File: src/rtl/core/uce_pkg.sv
// Shared types, constants and calendar helper functions for the civil time converter.
package uce_pkg;

  localparam int unsigned EPOCH_YEAR     = 1970;
  localparam int unsigned LAST_YEAR      = 2037;
  localparam int unsigned MS_PER_MINUTE  = 60000;
  localparam int unsigned MS_PER_HOUR    = 3600000;
  localparam int unsigned MS_PER_DAY     = 86400000;
  localparam int unsigned MS_PER_MIN_MAX = 59999;
  localparam int unsigned EPOCH_DOW      = 4;

  localparam int unsigned YEAR_W   = 12;
  localparam int unsigned MONTH_W  = 4;
  localparam int unsigned DAY_W    = 5;
  localparam int unsigned HOUR_W   = 5;
  localparam int unsigned MINUTE_W = 6;
  localparam int unsigned MILLI_W  = 16;
  localparam int unsigned EPOCH_W  = 41;
  localparam int unsigned DOY_W    = 9;
  localparam int unsigned DOW_W    = 3;
  localparam int unsigned OPA_W    = 16;
  localparam int unsigned OPB_W    = 27;
  localparam int unsigned PROD_W   = OPA_W + OPB_W;
  localparam int unsigned IN_TDATA_W  = 48;
  localparam int unsigned OUT_TDATA_W = 56;

  typedef struct packed {
    logic [MILLI_W-1:0]  milli_of_minute;
    logic [MINUTE_W-1:0] minute;
    logic [HOUR_W-1:0]   hour;
    logic [DAY_W-1:0]    day;
    logic [MONTH_W-1:0]  month;
    logic [YEAR_W-1:0]   year;
  } in_item_t;

  typedef struct packed {
    logic             vld;
    logic             clr;
    logic [OPA_W-1:0] a;
    logic [OPB_W-1:0] b;
  } alu_op_t;

  typedef struct packed {
    logic               vld;
    logic               ok;
    logic [EPOCH_W-1:0] epoch_millis;
    logic [DOY_W-1:0]   day_of_year;
    logic [DOW_W-1:0]   day_of_week;
  } res_t;

  // Within the accepted year range the century exceptions never apply, except 2000,
  // which is divisible by 400 and therefore leap, so divisibility by four decides.
  function automatic logic leap_of(input logic [YEAR_W-1:0] y);
    return (y[1:0] == 2'd0);
  endfunction

  function automatic logic [DOY_W-1:0] cum_days(input logic leap,
                                                input logic [MONTH_W-1:0] idx);
    logic [DOY_W-1:0] d;
    unique case (idx)
      4'd0:    d = 9'd31;
      4'd1:    d = 9'd59;
      4'd2:    d = 9'd90;
      4'd3:    d = 9'd120;
      4'd4:    d = 9'd151;
      4'd5:    d = 9'd181;
      4'd6:    d = 9'd212;
      4'd7:    d = 9'd243;
      4'd8:    d = 9'd273;
      4'd9:    d = 9'd304;
      4'd10:   d = 9'd334;
      default: d = 9'd0;
    endcase
    if (leap && (idx != 4'd0) && (idx <= 4'd10)) begin
      d = d + 9'd1;
    end
    return d;
  endfunction

  function automatic logic [DOW_W-1:0] add_mod7(input logic [DOW_W-1:0] a,
                                                input logic [DOW_W-1:0] b);
    logic [DOW_W:0] s;
    s = {1'b0, a} + {1'b0, b};
    if (s >= 4'd7) begin
      s = s - 4'd7;
    end
    return s[DOW_W-1:0];
  endfunction

  // Folds powers of two that are one modulo seven, then finishes with two subtracts.
  function automatic logic [DOW_W-1:0] mod7_9(input logic [DOY_W-1:0] v);
    logic [6:0] s1;
    logic [3:0] s2;
    s1 = {4'd0, v[8:6]} + {1'b0, v[5:0]};
    s2 = {1'b0, s1[2:0]} + s1[6:3];
    if (s2 >= 4'd7) begin
      s2 = s2 - 4'd7;
    end
    if (s2 >= 4'd7) begin
      s2 = s2 - 4'd7;
    end
    return s2[DOW_W-1:0];
  endfunction

endpackage

File: src/rtl/core/uce_alu.sv
// Shared multiply-accumulate unit with a registered product stage.
module uce_alu (
  input  logic                            clk,
  input  logic                            rst_n,
  input  uce_pkg::alu_op_t                op,
  output logic [uce_pkg::EPOCH_W-1:0]     acc
);
  import uce_pkg::*;

  logic [PROD_W-1:0]  prod_r;
  logic               pvld_r;
  logic               pclr_r;
  logic [EPOCH_W-1:0] acc_r;
  logic [EPOCH_W-1:0] acc_nxt;

  always_comb begin
    acc_nxt = acc_r;
    if (pvld_r) begin
      acc_nxt = (pclr_r ? '0 : acc_r) + prod_r[EPOCH_W-1:0];
    end
  end

  always_ff @(posedge clk) begin
    if (!rst_n) begin
      pvld_r <= 1'b0;
      pclr_r <= 1'b0;
    end else begin
      pvld_r <= op.vld;
      pclr_r <= op.clr;
    end
    prod_r <= op.a * op.b;
    acc_r  <= acc_nxt;
  end

  assign acc = acc_r;

  a_clr_needs_vld: assert property (@(posedge clk) disable iff (!rst_n)
    op.clr |-> op.vld) else $error("accumulator clear issued without an operation");

endmodule

File: src/rtl/core/uce_ctl.sv
// Sequencer that checks fields, sums years and scales the day count through the shared unit.
module uce_ctl (
  input  logic                         clk,
  input  logic                         rst_n,
  input  logic                         in_vld,
  output logic                         in_rdy,
  input  uce_pkg::in_item_t            in_item,
  output uce_pkg::alu_op_t             op,
  input  logic [uce_pkg::EPOCH_W-1:0]  acc,
  output uce_pkg::res_t                res,
  input  logic                         res_rdy
);
  import uce_pkg::*;

  typedef enum logic [3:0] {
    S_IDLE, S_YEARS, S_INYEAR, S_DRAIN_A, S_DAYS, S_MILLI, S_MIN, S_HOUR, S_DRAIN_B, S_FIN
  } state_t;

  state_t              state_r, state_nxt;
  logic [YEAR_W-1:0]   year_r, year_nxt;
  logic [YEAR_W-1:0]   y_r, y_nxt;
  logic [MILLI_W-1:0]  milli_r, milli_nxt;
  logic [MINUTE_W-1:0] minute_r, minute_nxt;
  logic [HOUR_W-1:0]   hour_r, hour_nxt;
  logic [DOY_W-1:0]    in_year_r, in_year_nxt;
  logic [DOW_W-1:0]    iy7_r, iy7_nxt;
  logic [DOW_W-1:0]    dowy_r, dowy_nxt;
  logic                ok_r, ok_nxt;
  logic                in_ok;
  logic [DOY_W-1:0]    in_cum;
  logic                y_leap;
  logic [DOW_W-1:0]    dow_sum;

  assign in_ok = (in_item.year >= YEAR_W'(EPOCH_YEAR)) && (in_item.year <= YEAR_W'(LAST_YEAR)) &&
                 (in_item.month >= 4'd1) && (in_item.month <= 4'd12) &&
                 (in_item.day != 5'd0) &&
                 (in_item.hour <= 5'd23) && (in_item.minute <= 6'd59) &&
                 (in_item.milli_of_minute <= MILLI_W'(MS_PER_MIN_MAX));

  assign in_cum = (in_item.month > 4'd1) ?
                  cum_days(leap_of(in_item.year), in_item.month - 4'd2) : '0;
  assign y_leap = leap_of(y_r);
  assign in_rdy = (state_r == S_IDLE);

  always_comb begin
    state_nxt   = state_r;
    year_nxt    = year_r;
    y_nxt       = y_r;
    milli_nxt   = milli_r;
    minute_nxt  = minute_r;
    hour_nxt    = hour_r;
    in_year_nxt = in_year_r;
    iy7_nxt     = iy7_r;
    dowy_nxt    = dowy_r;
    ok_nxt      = ok_r;
    op          = '0;
    unique case (state_r)
      S_IDLE: begin
        if (in_vld) begin
          year_nxt    = in_item.year;
          y_nxt       = YEAR_W'(EPOCH_YEAR);
          milli_nxt   = in_item.milli_of_minute;
          minute_nxt  = in_item.minute;
          hour_nxt    = in_item.hour;
          in_year_nxt = in_cum + {4'd0, in_item.day} - 9'd1;
          iy7_nxt     = mod7_9(in_cum + {4'd0, in_item.day} - 9'd1);
          dowy_nxt    = '0;
          ok_nxt      = in_ok;
          state_nxt   = in_ok ? S_YEARS : S_FIN;
        end
      end
      S_YEARS: begin
        if (y_r == year_r) begin
          state_nxt = S_INYEAR;
        end else begin
          op.vld   = 1'b1;
          op.clr   = (y_r == YEAR_W'(EPOCH_YEAR));
          op.a     = OPA_W'(365) + OPA_W'(y_leap);
          op.b     = OPB_W'(1);
          y_nxt    = y_r + 12'd1;
          dowy_nxt = add_mod7(dowy_r, 3'd1 + DOW_W'(y_leap));
        end
      end
      S_INYEAR: begin
        op.vld    = 1'b1;
        op.clr    = (year_r == YEAR_W'(EPOCH_YEAR));
        op.a      = OPA_W'(in_year_r);
        op.b      = OPB_W'(1);
        state_nxt = S_DRAIN_A;
      end
      S_DRAIN_A: state_nxt = S_DAYS;
      S_DAYS: begin
        op.vld    = 1'b1;
        op.clr    = 1'b1;
        op.a      = acc[OPA_W-1:0];
        op.b      = OPB_W'(MS_PER_DAY);
        state_nxt = S_MILLI;
      end
      S_MILLI: begin
        op.vld    = 1'b1;
        op.a      = milli_r;
        op.b      = OPB_W'(1);
        state_nxt = S_MIN;
      end
      S_MIN: begin
        op.vld    = 1'b1;
        op.a      = OPA_W'(minute_r);
        op.b      = OPB_W'(MS_PER_MINUTE);
        state_nxt = S_HOUR;
      end
      S_HOUR: begin
        op.vld    = 1'b1;
        op.a      = OPA_W'(hour_r);
        op.b      = OPB_W'(MS_PER_HOUR);
        state_nxt = S_DRAIN_B;
      end
      S_DRAIN_B: state_nxt = S_FIN;
      S_FIN: begin
        if (res_rdy) begin
          state_nxt = S_IDLE;
        end
      end
      default: state_nxt = S_IDLE;
    endcase
  end

  assign dow_sum = add_mod7(add_mod7(dowy_r, iy7_r), DOW_W'(EPOCH_DOW));

  always_comb begin
    res              = '0;
    res.vld          = (state_r == S_FIN);
    res.ok           = ok_r;
    if (ok_r) begin
      res.epoch_millis = acc;
      res.day_of_year  = in_year_r + 9'd1;
      res.day_of_week  = dow_sum + 3'd1;
    end
  end

  always_ff @(posedge clk) begin
    if (!rst_n) begin
      state_r <= S_IDLE;
      ok_r    <= 1'b0;
    end else begin
      state_r <= state_nxt;
      ok_r    <= ok_nxt;
    end
    year_r    <= year_nxt;
    y_r       <= y_nxt;
    milli_r   <= milli_nxt;
    minute_r  <= minute_nxt;
    hour_r    <= hour_nxt;
    in_year_r <= in_year_nxt;
    iy7_r     <= iy7_nxt;
    dowy_r    <= dowy_nxt;
  end

  a_year_bound: assert property (@(posedge clk) disable iff (!rst_n)
    (state_r == S_YEARS) |-> (y_r <= year_r) && (year_r <= YEAR_W'(LAST_YEAR)))
    else $error("year loop ran past the requested year");

  a_accept_busy: assert property (@(posedge clk) disable iff (!rst_n)
    (in_vld && in_rdy) |=> !in_rdy) else $error("accepted a transaction without going busy");

  a_dow_range: assert property (@(posedge clk) disable iff (!rst_n)
    (res.vld && res.ok) |-> (res.day_of_week != 3'd0) && (res.day_of_year != 9'd0))
    else $error("valid result with zero calendar fields");

  a_invalid_zero: assert property (@(posedge clk) disable iff (!rst_n)
    (res.vld && !res.ok) |-> (res.epoch_millis == '0) && (res.day_of_week == 3'd0))
    else $error("invalid result carries nonzero fields");

endmodule

File: src/rtl/core/utc_civil_to_epoch_millis_core.sv
// Top level of the UTC civil time to epoch milliseconds converter.
//
// The input stream carries one civil UTC time per transaction; each produces one
// result transaction with milliseconds since 1970-01-01, day of year and day of week
// (1 is Sunday), and a flag in out_tuser that is set when every field was in range.
// An out-of-range field gives all zero fields with the flag clear.
// One transaction is processed at a time. After acceptance the sequencer sums the days
// of each year from 1970 up to the requested year in the shared multiply-accumulate
// unit, then adds the day offset within the year and scales the days and the time
// fields to milliseconds. A new transaction is taken the cycle after the result moves
// into the output register. An invalid input skips the arithmetic and goes straight
// to its result.
// When the receiver stalls, the finished result waits in the output register and the
// sequencer holds its own result until that register frees up; in_tready stays low.
// Reset returns the sequencer to idle and drops out_tvalid; no clearing pass is needed.
module utc_civil_to_epoch_millis_core (
  input  logic                                clk,
  input  logic                                rst_n,
  input  logic                                in_tvalid,
  output logic                                in_tready,
  // year, month, day, hour, minute, milli_of_minute
  input  logic [uce_pkg::IN_TDATA_W-1:0]      in_tdata,
  output logic                                out_tvalid,
  input  logic                                out_tready,
  // epoch_millis, day_of_year, day_of_week, zero fill
  output logic [uce_pkg::OUT_TDATA_W-1:0]     out_tdata,
  // valid_res
  output logic                                out_tuser
);
  import uce_pkg::*;

  in_item_t           in_item;
  alu_op_t            op;
  logic [EPOCH_W-1:0] acc;
  res_t               res;
  logic               res_rdy;
  logic               out_tvalid_r;
  logic [EPOCH_W-1:0] epoch_r;
  logic [DOY_W-1:0]   doy_r;
  logic [DOW_W-1:0]   dow_r;
  logic               okf_r;

  assign in_item = in_tdata;
  assign res_rdy = !out_tvalid_r || out_tready;

  uce_ctl u_ctl (
    .clk     (clk),
    .rst_n   (rst_n),
    .in_vld  (in_tvalid),
    .in_rdy  (in_tready),
    .in_item (in_item),
    .op      (op),
    .acc     (acc),
    .res     (res),
    .res_rdy (res_rdy)
  );

  uce_alu u_alu (
    .clk   (clk),
    .rst_n (rst_n),
    .op    (op),
    .acc   (acc)
  );

  always_ff @(posedge clk) begin
    if (!rst_n) begin
      out_tvalid_r <= 1'b0;
    end else if (res.vld && res_rdy) begin
      out_tvalid_r <= 1'b1;
    end else if (out_tready) begin
      out_tvalid_r <= 1'b0;
    end
    if (res.vld && res_rdy) begin
      epoch_r <= res.epoch_millis;
      doy_r   <= res.day_of_year;
      dow_r   <= res.day_of_week;
      okf_r   <= res.ok;
    end
  end

  assign out_tvalid = out_tvalid_r;
  assign out_tdata  = {3'd0, dow_r, doy_r, epoch_r};
  assign out_tuser  = okf_r;

  a_load_shows: assert property (@(posedge clk) disable iff (!rst_n)
    (res.vld && res_rdy) |=> out_tvalid_r) else $error("loaded result not presented");

  a_no_overwrite: assert property (@(posedge clk) disable iff (!rst_n)
    (out_tvalid_r && !out_tready) |-> !(res.vld && res_rdy))
    else $error("pending result overwritten");

endmodule

File: config.mk
export PLATFORM = sky130hd
export DESIGN_NAME = utc_civil_to_epoch_millis_core
export DESIGN_NICKNAME = d
export VERILOG_FILES = /design/src/rtl/core/uce_pkg.sv /design/src/rtl/core/uce_alu.sv /design/src/rtl/core/uce_ctl.sv /design/src/rtl/core/utc_civil_to_epoch_millis_core.sv
export SDC_FILE = /design/constraint.sdc
export NUM_CORES = 1
export LEC_CHECK = 0
export ABC_AREA = 1
export BUFFER_PORTS_ARGS = -buffer_cell sky130_fd_sc_hd__clkbuf_2
export CORE_MARGIN = 3
export CORE_UTILIZATION = 47
export DETAILED_ROUTE_END_ITERATION = 7
export HOLD_SLACK_MARGIN = 0.08
export SETUP_SLACK_MARGIN = 0.3
export SLEW_MARGIN = 20
export SYNTH_ARGS = -nofsm -noshare
export SYNTH_HDL_FRONTEND = slang
export SYNTH_HIERARCHICAL = 1
export SYNTH_SLANG_ARGS = --single-unit
File: constraint.sdc
create_clock -name clk -period 21.5 [get_ports clk]
set_input_delay 4.3 -clock clk [delete_from_list [all_inputs] [get_ports clk]]
set_output_delay 4.3 -clock clk [all_outputs]
set_load 0.01 [all_outputs]
==> results of run 1 <==
-- worst max-delay path: cells and delay by family --
family / cells / cell delay (ps)
fa+ha+maj: 8 / 2340
simple gates: 18 / 2060
compound gates: 6 / 1110
buf+inv: 7 / 620
xor+xnor: 1 / 140
-- registers in the layout, summed over array words and instances, names as in the netlist, 6 cells and up --
signal	count
doy_r	9
epoch_r	41
u_alu/acc	41
u_alu/prod_r	41
u_ctl/in_year_r	9
u_ctl/milli_r	16
u_ctl/minute_r	6
u_ctl/y_r	12
u_ctl/year_r	12
-- layout make-up --
| class | instances | area [um^2] | area share [%] |
|---|---|---|---|
| inverter | 1058 | 3970 | 13.1 |
| clock buffer | 37 | 758 | 2.50 |
| multi-input combinational | 2470 | 18000 | 59.3 |
| tap | 773 | 967 | 3.19 |
| antenna | 1 | 2.50 | 0.00825 |
| timing repair buffer | 133 | 731 | 2.41 |
| sequential | 210 | 5820 | 19.2 |
| clock inverter | 9 | 82.6 | 0.272 |
-- synth_stat cells (all sizes together) (35+ instances only) --
library cell	instances
xor2	44
nand3	129
edfxtp	161
nor2	240
ha	187
nand2	1263
inv	1056
a21oi	80
o21ai	35
dfxtp	49
clkbuf	111
fa	352
-- through the flow --
step | hold WS [ps] | setup WS (ps) | instances
floorplan | 489 | 11550 | 3877
global placement | 514 | 10680 | 4644
detailed placement | 519 | 10680 | 4644
CTS | 528 | 11230 | 4690
global route | 563 | 10620 | 4690
finish | 528 | 11220 | 4691
-- power by group --
part | internal [uW] | switching (uW) | total, uW
logic | 756 | 1450 | 2210
clock network | 257 | 173 | 431
registers | 637 | 92.9 | 730
-- cells by family (layout without fill, tap and decap cells) --
group,Yosys count,count (layout),share of synthesized area [%]
flip-flops,210,210,20.6
AND/OR/NAND/NOR,1699,1699,24.7
XOR/XNOR,63,63,1.95
adder cells (fa/ha/maj),539,539,33.2
AO/OA/AOI/OAI,155,155,3.31
buffers and inverters,1197,1237,16.2
other,2,14,0.0265
multiplexers,1,1,0.0398
-- how the worst max path moves through the flow --
| stage | slack [ps] | endpoint | depth (start not counted) | start |
|---|---|---|---|---|
| final | 11220 | u_ctl/iy7_r[1] | 40 | in_tdata[13] |
| after global routing | 10620 | u_ctl/iy7_r[1] | 41 | in_tdata[13] |
| after CTS | 11230 | u_ctl/iy7_r[1] | 40 | in_tdata[13] |
| after detailed placement | 10680 | u_ctl/iy7_r[1] | 40 | in_tdata[13] |
| after global placement | 10680 | u_ctl/iy7_r[1] | 40 | in_tdata[13] |
| after floorplan | 11550 | u_ctl/iy7_r[1] | 39 | in_tdata[13] |
-- metal layers --
metal,global-route usage [%],up-vias
li1,-,11300
met1,33.7,10600
met2,40.2,498
met3,2.95,85
met4,4.61,2
met5,0,-
==> impl_metrics.csv, run 1 <==
group,metric,value,unit
clock_network,path_clk_slew,60,ps
sta,setup-tns-final,0,ps
setup_path,crit_required,21790,ps
setup_path,path_class,"input pin to register",
yosys,yosysTopAreaCell,"fa_1",
status,status,"finished clean",
yosys,synth.distinct_cells,53,
global_routing,first_global_vias,22600,
setup_path,slowest_delay,470,ps
global_routing,grt_antenna_before_repair,3,
cells_and_area,utilization,51.2,%
sta,hold_violations,0,
yosys,syn_area_per_cell,7.32,um^2
yosys,async_reset_ff_share,0,%
setup_path,rr_endpoint,"u_alu/prod_r[33]",
clock_network,cts_made_buffers,25,
routing,routed_wl,73700,um
yosys,synth_edf_count,161,
run,cap_violations,0,
sta,post-route-min-period,10280,ps
sta,timing.fmax,97.3,MHz
placement,io_buffers,107,
pwr,p_leak,0.0175,uW
clock_network,htreeDepth,1,
routing,met2_length,34300,um
worst_hold_path,hold-path-endpoint,"u_ctl/state_r[0]",
worst_hold_path,hold_path_depth,2,
setup_path,critical_path.slowest_cell,"ha_1",
yosys,synth.top_cells.by_area,"fa_1 (25%), edfxtp_1 (17%), nand2_1 (16%)",
yosys,yosysSeqAreaShare,20.6,%
floorplan,die_x,251,um
sta,worst_pin_slew,933,ps
clock_network,cts_root_buffer,"clkbuf_16",
clock_network,cts_tree,"done",
global_routing,track_usage,23.9,%
cells_and_area,final_cell_area,30300,um^2
sta,clock_skew,11.0,ps
placement,finalWeightedCongestion,0.950,
routing,drt_iter0_drc,1475,
yosys,yosys_warnings,6,
routing,drc,0,
routing,first_pass_iters,6,
routing,num_vias,22500,
cells_and_area,layout_common_cells,"nand2_1 (1,220), inv_1 (1,048), fa_1 (352), nor2_1 (223), ha_1 (187)",
global_routing,overflow,0,
setup_path,worst_path_most_repeated_cell,"nand2_1",
setup_path,crit_path_max_fanout,9,
yosys,synthCells,3866,
cells_and_area,areaGrowthSynthToFinish,7.17,%
routing,viasPerCell,4.80,
pwr,total_power,3370,uW
global_routing,grt_max_degree,65,
setup_path,reg2reg_slack,13580,ps
pwr,ir_drop,0.000121,V
cells_and_area,layout_commonest_cell,"nand2_1",
routing,dr_wl_met3,3590,um
cells_and_area,fillers,5926,
clock_network,cts-resized-gates,0,
placement,placedInstanceArea,29500,um^2
yosys,synth_flop_cell,"edfxtp_1",
floorplan,initial_core_util,47.8,%
pwr,power_density,111,nW/um^2
worst_hold_path,hold_path_class,"register to register",
yosys,synth_top_area_share,24.9,%
floorplan,fp.coreArea,59200,um^2
clock_network,holdBufCountCts,0,
routing,highest_layer,"met5",
cells_and_area,drive_above_1_share,7.22,%
sta,setup_viol,0,
floorplan,rows,89,
routing,postRouteAntennaNets,0,
placement,hpwl,59100,um
routing,wl_met1,34300,um
routing,routedWlPerCell,15.7,um
setup_path,rr_startpoint,"u_ctl/state_r[2]",
sta,report.final.slew_viol_count,0,
setup_path,reg2regPathDepth,28,
floorplan,ios,111,
sta,fin_crit_sh,47.8,%
clock_network,cts_buffer_depth,3,
setup_path,worstPathArrival,10570,ps
sta,rsz0062_at_grt,"no",
worst_hold_path,hold_start,"u_ctl/state_r[0]",
global_routing,grt_pass1_wl,120000,um
yosys,syn_area,28300,um^2
clock_network,clk_latency,540,ps
setup_path,endpoint_kind,"register",
cells_and_area,fin_nets,4489,
floorplan,dieArea,63200,um^2
clock_network,post-cts-setup-buffer-count,0,
yosys,synth-seq-cells,210,
floorplan,die_height,251,um
clock_network,cts_sinks,210,
setup_path,startpoint_type,"input pin",
sta,max_slew_margin,37.8,%
Note: power is estimated with default switching activity, not from simulation.
==> inputs of run 2 (changes only) <==
ABC_AREA = 0   (was 1)
PLACE_DENSITY = 0.66   (was not set)
clock period = 9.1 ns   (was 21.5 ns; I/O delays follow)
==> impl_metrics.csv, run 2 <==
group,metric,value,unit
status,status,"finished clean",
yosys,async_reset_ff_share,0,%
yosys,synth.distinct_cells,91,
setup_path,endpoint_kind,"register",
floorplan,rows,84,
cells_and_area,layout_common_cells,"inv_1 (424), fa_1 (350), nand2_1 (340), and2_1 (231), ha_1 (179)",
yosys,synth_top_area_share,27.9,%
setup_path,crit_path_max_fanout,5,
routing,viasPerCell,5.33,
clock_network,path_clk_slew,60,ps
yosys,syn_area,25300,um^2
setup_path,crit_required,9420,ps
setup_path,crit_buf_inv,5,
setup_path,path_delay_family,"compound AO/OA/AOI/OAI gates",
yosys,yosys_warnings,6,
run,cap_violations,0,
setup_path,path_class,"input pin to register",
floorplan,die_height,238,um
floorplan,fp.coreArea,52900,um^2
global_routing,grt_max_degree,65,
yosys,synth-seq-cells,210,
sta,setup_viol,0,
yosys,synthCells,2627,
sta,whs,507,ps
setup_path,reg2regPathDepth,26,
setup_path,slowest_delay,380,ps
clock_network,holdBufCountCts,0,
placement,finalWeightedCongestion,0.931,
clock_network,cts_root_buffer,"clkbuf_16",
routing,routed_wl,61200,um
yosys,synth_edf_count,161,
global_routing,overflow,0,
yosys,synth_most_common_cell,"inv_1",
setup_path,rr_endpoint,"u_alu/prod_r[37]",
worst_hold_path,hold-path-endpoint,"out_tvalid",
sta,finalWorstSetupSlack,634,ps
pwr,p_leak,0.0130,uW
floorplan,die_x,238,um
setup_path,critical_path.slowest_cell,"or3_1",
placement,hpwl,48500,um
clock_network,cts_buffer_depth,3,
global_routing,grt_antenna_before_repair,3,
worst_hold_path,hold_path_depth,2,
global_routing,first_global_vias,19700,
cells_and_area,fin_nets,3312,
floorplan,ios,111,
cells_and_area,diodes,0,
setup_path,rr_startpoint,"u_ctl/state_r[2]",
clock_network,cts_tree,"done",
sta,post-route-min-period,8470,ps
global_routing,grt_pass1_wl,101000,um
sta,fin_crit_sh,93.0,%
pwr,ir_drop,0.000317,V
placement,place_ws,-113,ps
routing,routedWlPerCell,17.9,um
floorplan,initial_core_util,47.8,%
routing,first_pass_iters,6,
sta,timing.fmax,118,MHz
yosys,synth.top_cells.by_area,"fa_1 (28%), edfxtp_1 (19%), ha_1 (9.3%)",
yosys,yosysSeqAreaShare,23.0,%
worst_hold_path,hold_path_class,"register to register",
clock_network,htreeDepth,1,
placement,io_buffers,107,
sta,max_slew_margin,28.9,%
routing,postRouteAntennaNets,0,
worst_hold_path,hold_start,"out_tvalid",
setup_path,reg2reg_slack,710,ps
yosys,synth_flop_cell,"edfxtp_1",
clock_network,cts_made_buffers,25,
sta,hold_violations,0,
yosys,synth_common_cells,"inv_1 (430), fa_1 (352), nand2_1 (341)",
setup_path,startpoint_type,"input pin",
cells_and_area,drive_above_1_share,10.8,%
floorplan,dieArea,56600,um^2
global_routing,track_usage,22.1,%
setup_path,worstPathArrival,8780,ps
pwr,total_power,7230,uW
pwr,power_density,260,nW/um^2
sta,report.final.slew_viol_count,0,
cells_and_area,final_cell_area,27800,um^2
sta,worst_pin_slew,1070,ps
yosys,yosysTopAreaCell,"fa_1",
routing,num_vias,18300,
clock_network,clk_latency,560,ps
cells_and_area,areaGrowthSynthToFinish,9.94,%
routing,drt_iter0_drc,1225,
sta,clock_skew,30.0,ps
sta,rsz0062_at_grt,"no",
placement,placedInstanceArea,26900,um^2
clock_network,cts_sinks,210,
routing,drc,0,
yosys,syn_area_per_cell,9.61,um^2
cells_and_area,layout_commonest_cell,"inv_1",
-- run 2: cell families (layout without fill, tap and decap cells) --
kind of cell	Yosys count	in the layout	synth area share [%]
multiplexers	13	13	0.619
XOR/XNOR	125	125	4.36
AO/OA/AOI/OAI	336	336	9.01
AND/OR/NAND/NOR	849	849	17.2
flip-flops	210	210	23.0
buffers and inverters	553	655	8.59
adder cells (fa/ha/maj)	539	539	37.2
other	2	13	0.0297
-- run 2: area by class of cell --
| type | instances | area (um^2) |
|---|---|---|
| clock buffers | 32 | 703 |
| clock inverters | 14 | 95.1 |
| fillers | 4815 | 25100 |
| inverters | 431 | 1620 |
| multi-input cells | 1875 | 17600 |
| flip-flops and latches | 210 | 5820 |
| well taps | 688 | 861 |
| repair buffers | 178 | 1080 |
-- run 2: power breakdown --
part / switching, uW / internal, uW / total [uW]
combinational: 2600 / 2020 / 4620
clock: 410 / 551 / 961
sequential: 194 / 1460 / 1650
total: 3200 / 4030 / 7230
-- run 2: timing repair --
action / 4_1_cts / 5_1_grt
setup endpoints to repair: 0 / 11
setup buffers: 0 / 2
gates resized for setup: 0 / 23
-- run 2: routing by layer --
layer  track usage [%]  share of wire, %
met5                 0             0.021
met4              6.97               2.8
met3              3.77               5.9
met2              37.2                47
met1              29.4                44
-- run 2: worst max-delay path by stage --
stage	from	end	cells past startpoint
after floorplan	in_tdata[13]	u_ctl/iy7_r[1]	36
after global placement	in_tdata[14]	u_ctl/iy7_r[1]	38
after detailed placement	in_tdata[14]	u_ctl/iy7_r[1]	38
after CTS	u_ctl/state_r[2]	u_alu/prod_r[37]	26
after global routing	in_tdata[13]	u_ctl/iy7_r[1]	37
final	in_tdata[13]	u_ctl/iy7_r[1]	35
-- run 2: tightest hold or removal path: cells and delay by family (launching register included) --
kind,cells,cell delay [ps]
AO/OA/AOI/OAI,1,50
flip-flops,1,330
AND/OR/NAND/NOR,1,80
-- run 2: through the flow --
| step | cells | TNS, ps | utilization (%) |
|---|---|---|---|
| final | 3428 | 0 | 52.5 |
| after global routing | 3428 | 0 | 52.5 |
| after CTS | 3426 | 0 | 52.4 |
| after detailed placement | 3380 | -202 | 50.8 |
| after global placement | 3380 | 0 | 50.8 |
| after floorplan | 2638 | 0 | - |
==> inputs of run 3 (changes only) <==
CORE_MARGIN = not set   (was 3)
PLACE_DENSITY = 0.71   (was 0.66)
==> impl_metrics.csv, run 3 (synthesis gave the netlist of run 2 again) <==
group,metric,value,unit
cells_and_area,final_cell_area,27800,um^2
clock_network,holdBufCountCts,0,
setup_path,reg2regPathDepth,27,
floorplan,fp.coreArea,52900,um^2
global_routing,grt_antenna_before_repair,2,
floorplan,die_x,234,um
global_routing,met2_usage,39.0,%
placement,placedInstanceArea,26900,um^2
cells_and_area,utilization,52.7,%
placement,io_buffers,107,
setup_path,path_delay_family,"compound AO/OA/AOI/OAI gates",
worst_hold_path,hold_start,"out_tvalid",
cells_and_area,drive_above_1_share,10.9,%
sta,finalWorstSetupSlack,498,ps
pwr,p_leak,0.0131,uW
setup_path,worstPathArrival,8920,ps
global_routing,grt_max_degree,56,
routing,drc,12,
placement,hpwl,47200,um
floorplan,dieArea,54700,um^2
cells_and_area,layout_commonest_cell,"inv_1",
routing,num_vias,18500,
floorplan,initial_core_util,47.8,%
sta,setup_viol,0,
setup_path,critical_path.slowest_cell,"or4b_4",
routing,routedWlPerCell,17.4,um
status,status,"finished with violations",
cells_and_area,finalNonFillerCells,3437,
placement,finalWeightedCongestion,0.888,
global_routing,grt.met3_usage,3.92,%
setup_path,slowest_delay,480,ps
clock_network,clk_latency,570,ps
global_routing,track_usage,22.7,%
cells_and_area,diodes,0,
clock_network,cts_root_buffer,"clkbuf_16",
sta,hold_violations,0,
pwr,ir_drop,0.000309,V
global_routing,grt_pass1_wl,98700,um
cells_and_area,areaGrowthSynthToFinish,10.2,%
sta,timing.fmax,116,MHz
global_routing,first_global_vias,19600,
run,cap_violations,0,
setup_path,startpoint,"in_tdata[14]",
routing,first_pass_iters,8,
sta,rsz0062_at_grt,"yes",
sta,setup-tns-final,0,ps
setup_path,crit_path_max_fanout,8,
global_routing,met1_usage,29.2,%
setup_path,crit_required,9420,ps
pwr,power_density,263,nW/um^2
clock_network,cts_sinks,210,
floorplan,die_height,234,um
routing,viasPerCell,5.39,
sta,fin_crit_sh,94.5,%
clock_network,cts_made_buffers,25,
status,violations,"DRC",
setup_path,rr_startpoint,"u_ctl/y_r[2]",
clock_network,htreeDepth,1,
setup_path,worst-path-stages,35,
sta,worst_pin_slew,1100,ps
setup_path,endpoint_kind,"register",
floorplan,rows,84,
clock_network,path_clk_slew,60,ps
routing,drt_iter0_drc,1367,
cells_and_area,layout_common_cells,"inv_1 (427), fa_1 (350), nand2_1 (340), and2_1 (231), ha_1 (178)",
worst_hold_path,hold_path_class,"register to register",
routing,postRouteAntennaNets,0,
global_routing,busiest_layer,"met2",
setup_path,path_class,"input pin to register",
placement,place_ws,-119,ps
setup_path,startpoint_type,"input pin",
placement,dpl.cell_count,3383,
sta,max_slew_margin,26.4,%
routing,routed_wl,59800,um
floorplan,ios,111,
sta,report.final.slew_viol_count,0,
setup_path,crit_buf_inv,4,
sta,clock_skew,34.4,ps
global_routing,overflow,0,
clock_network,cts_buffer_depth,3,
sta,post-route-min-period,8600,ps
cells_and_area,fin_nets,3321,
worst_hold_path,hold_path_depth,2,
clock_network,cts_tree,"done",
run 3: repair_timing:
| action | 4_1_cts | 5_1_grt |
|---|---|---|
| gates resized for setup | 0 | 8 |
| setup endpoints to repair | 0 | 8 |
| buffers inserted | 0 | 8 |
run 3: worst register-to-register path, stage by stage (launching register included):
cell	delay, ps
edfxtp_1	500
xor2_1	190
nor4_1	270
nand3_1	260
nand2_1	270
nand3_1	390
buf_4	320
and2_1	170
fa_1	510
inv_1	60
fa_1	510
fa_1	440
fa_1	540
inv_1	50
fa_1	470
inv_1	50
fa_1	530
inv_1	40
ha_1	360
a21oi_1	190
o21ai_1	100
a221oi_1	390
o22ai_1	240
o41ai_2	470
o21ai_1	190
a221o_1	380
a21oi_1	180
xnor2_1	130
run 3: final cells by class:
class,count,area [um^2]
fill,4656,25000
multi-input combinational,1875,17600
sequential,210,5820
inverter,431,1620
timing repair buffer,187,1140
tap,688,861
clock buffer,33,697
clock inverter,13,160
run 3: per-layer routing:
layer / share of wire, % / wire [um] / vias to the layer above
met1: 42 / 25400 / 9218
met4: 2.8 / 1680 / 2
met3: 6.9 / 4110 / 117
met2: 48 / 28600 / 608
met5: 0.022 / 13 / -
li1: - / - / 8596
run 3: where the power goes:
group	switching, uW	internal (uW)	total (uW)
logic	2650	1990	4630
registers	192	1460	1650
clock network	405	626	1030
run 3: per-stage QoR:
| stage | hold WS (ps) | power [uW] |
|---|---|---|
| 5_1_grt | 528 | 7930 |
| 3_5_place_dp | 503 | 6160 |
| 6_report | 505 | 7320 |
| 4_1_cts | 511 | 7230 |
| 2_1_floorplan | 495 | 4850 |
| 3_3_place_gp | 495 | 5930 |
run 3: worst paths after layout:
path	slack (ps)	endpoint
worst min register to register	500	out_tvalid
worst max register to register	790	u_alu/prod_r[37]
worst max-delay path	500	u_ctl/iy7_r[1]
worst min-delay path	500	out_tvalid
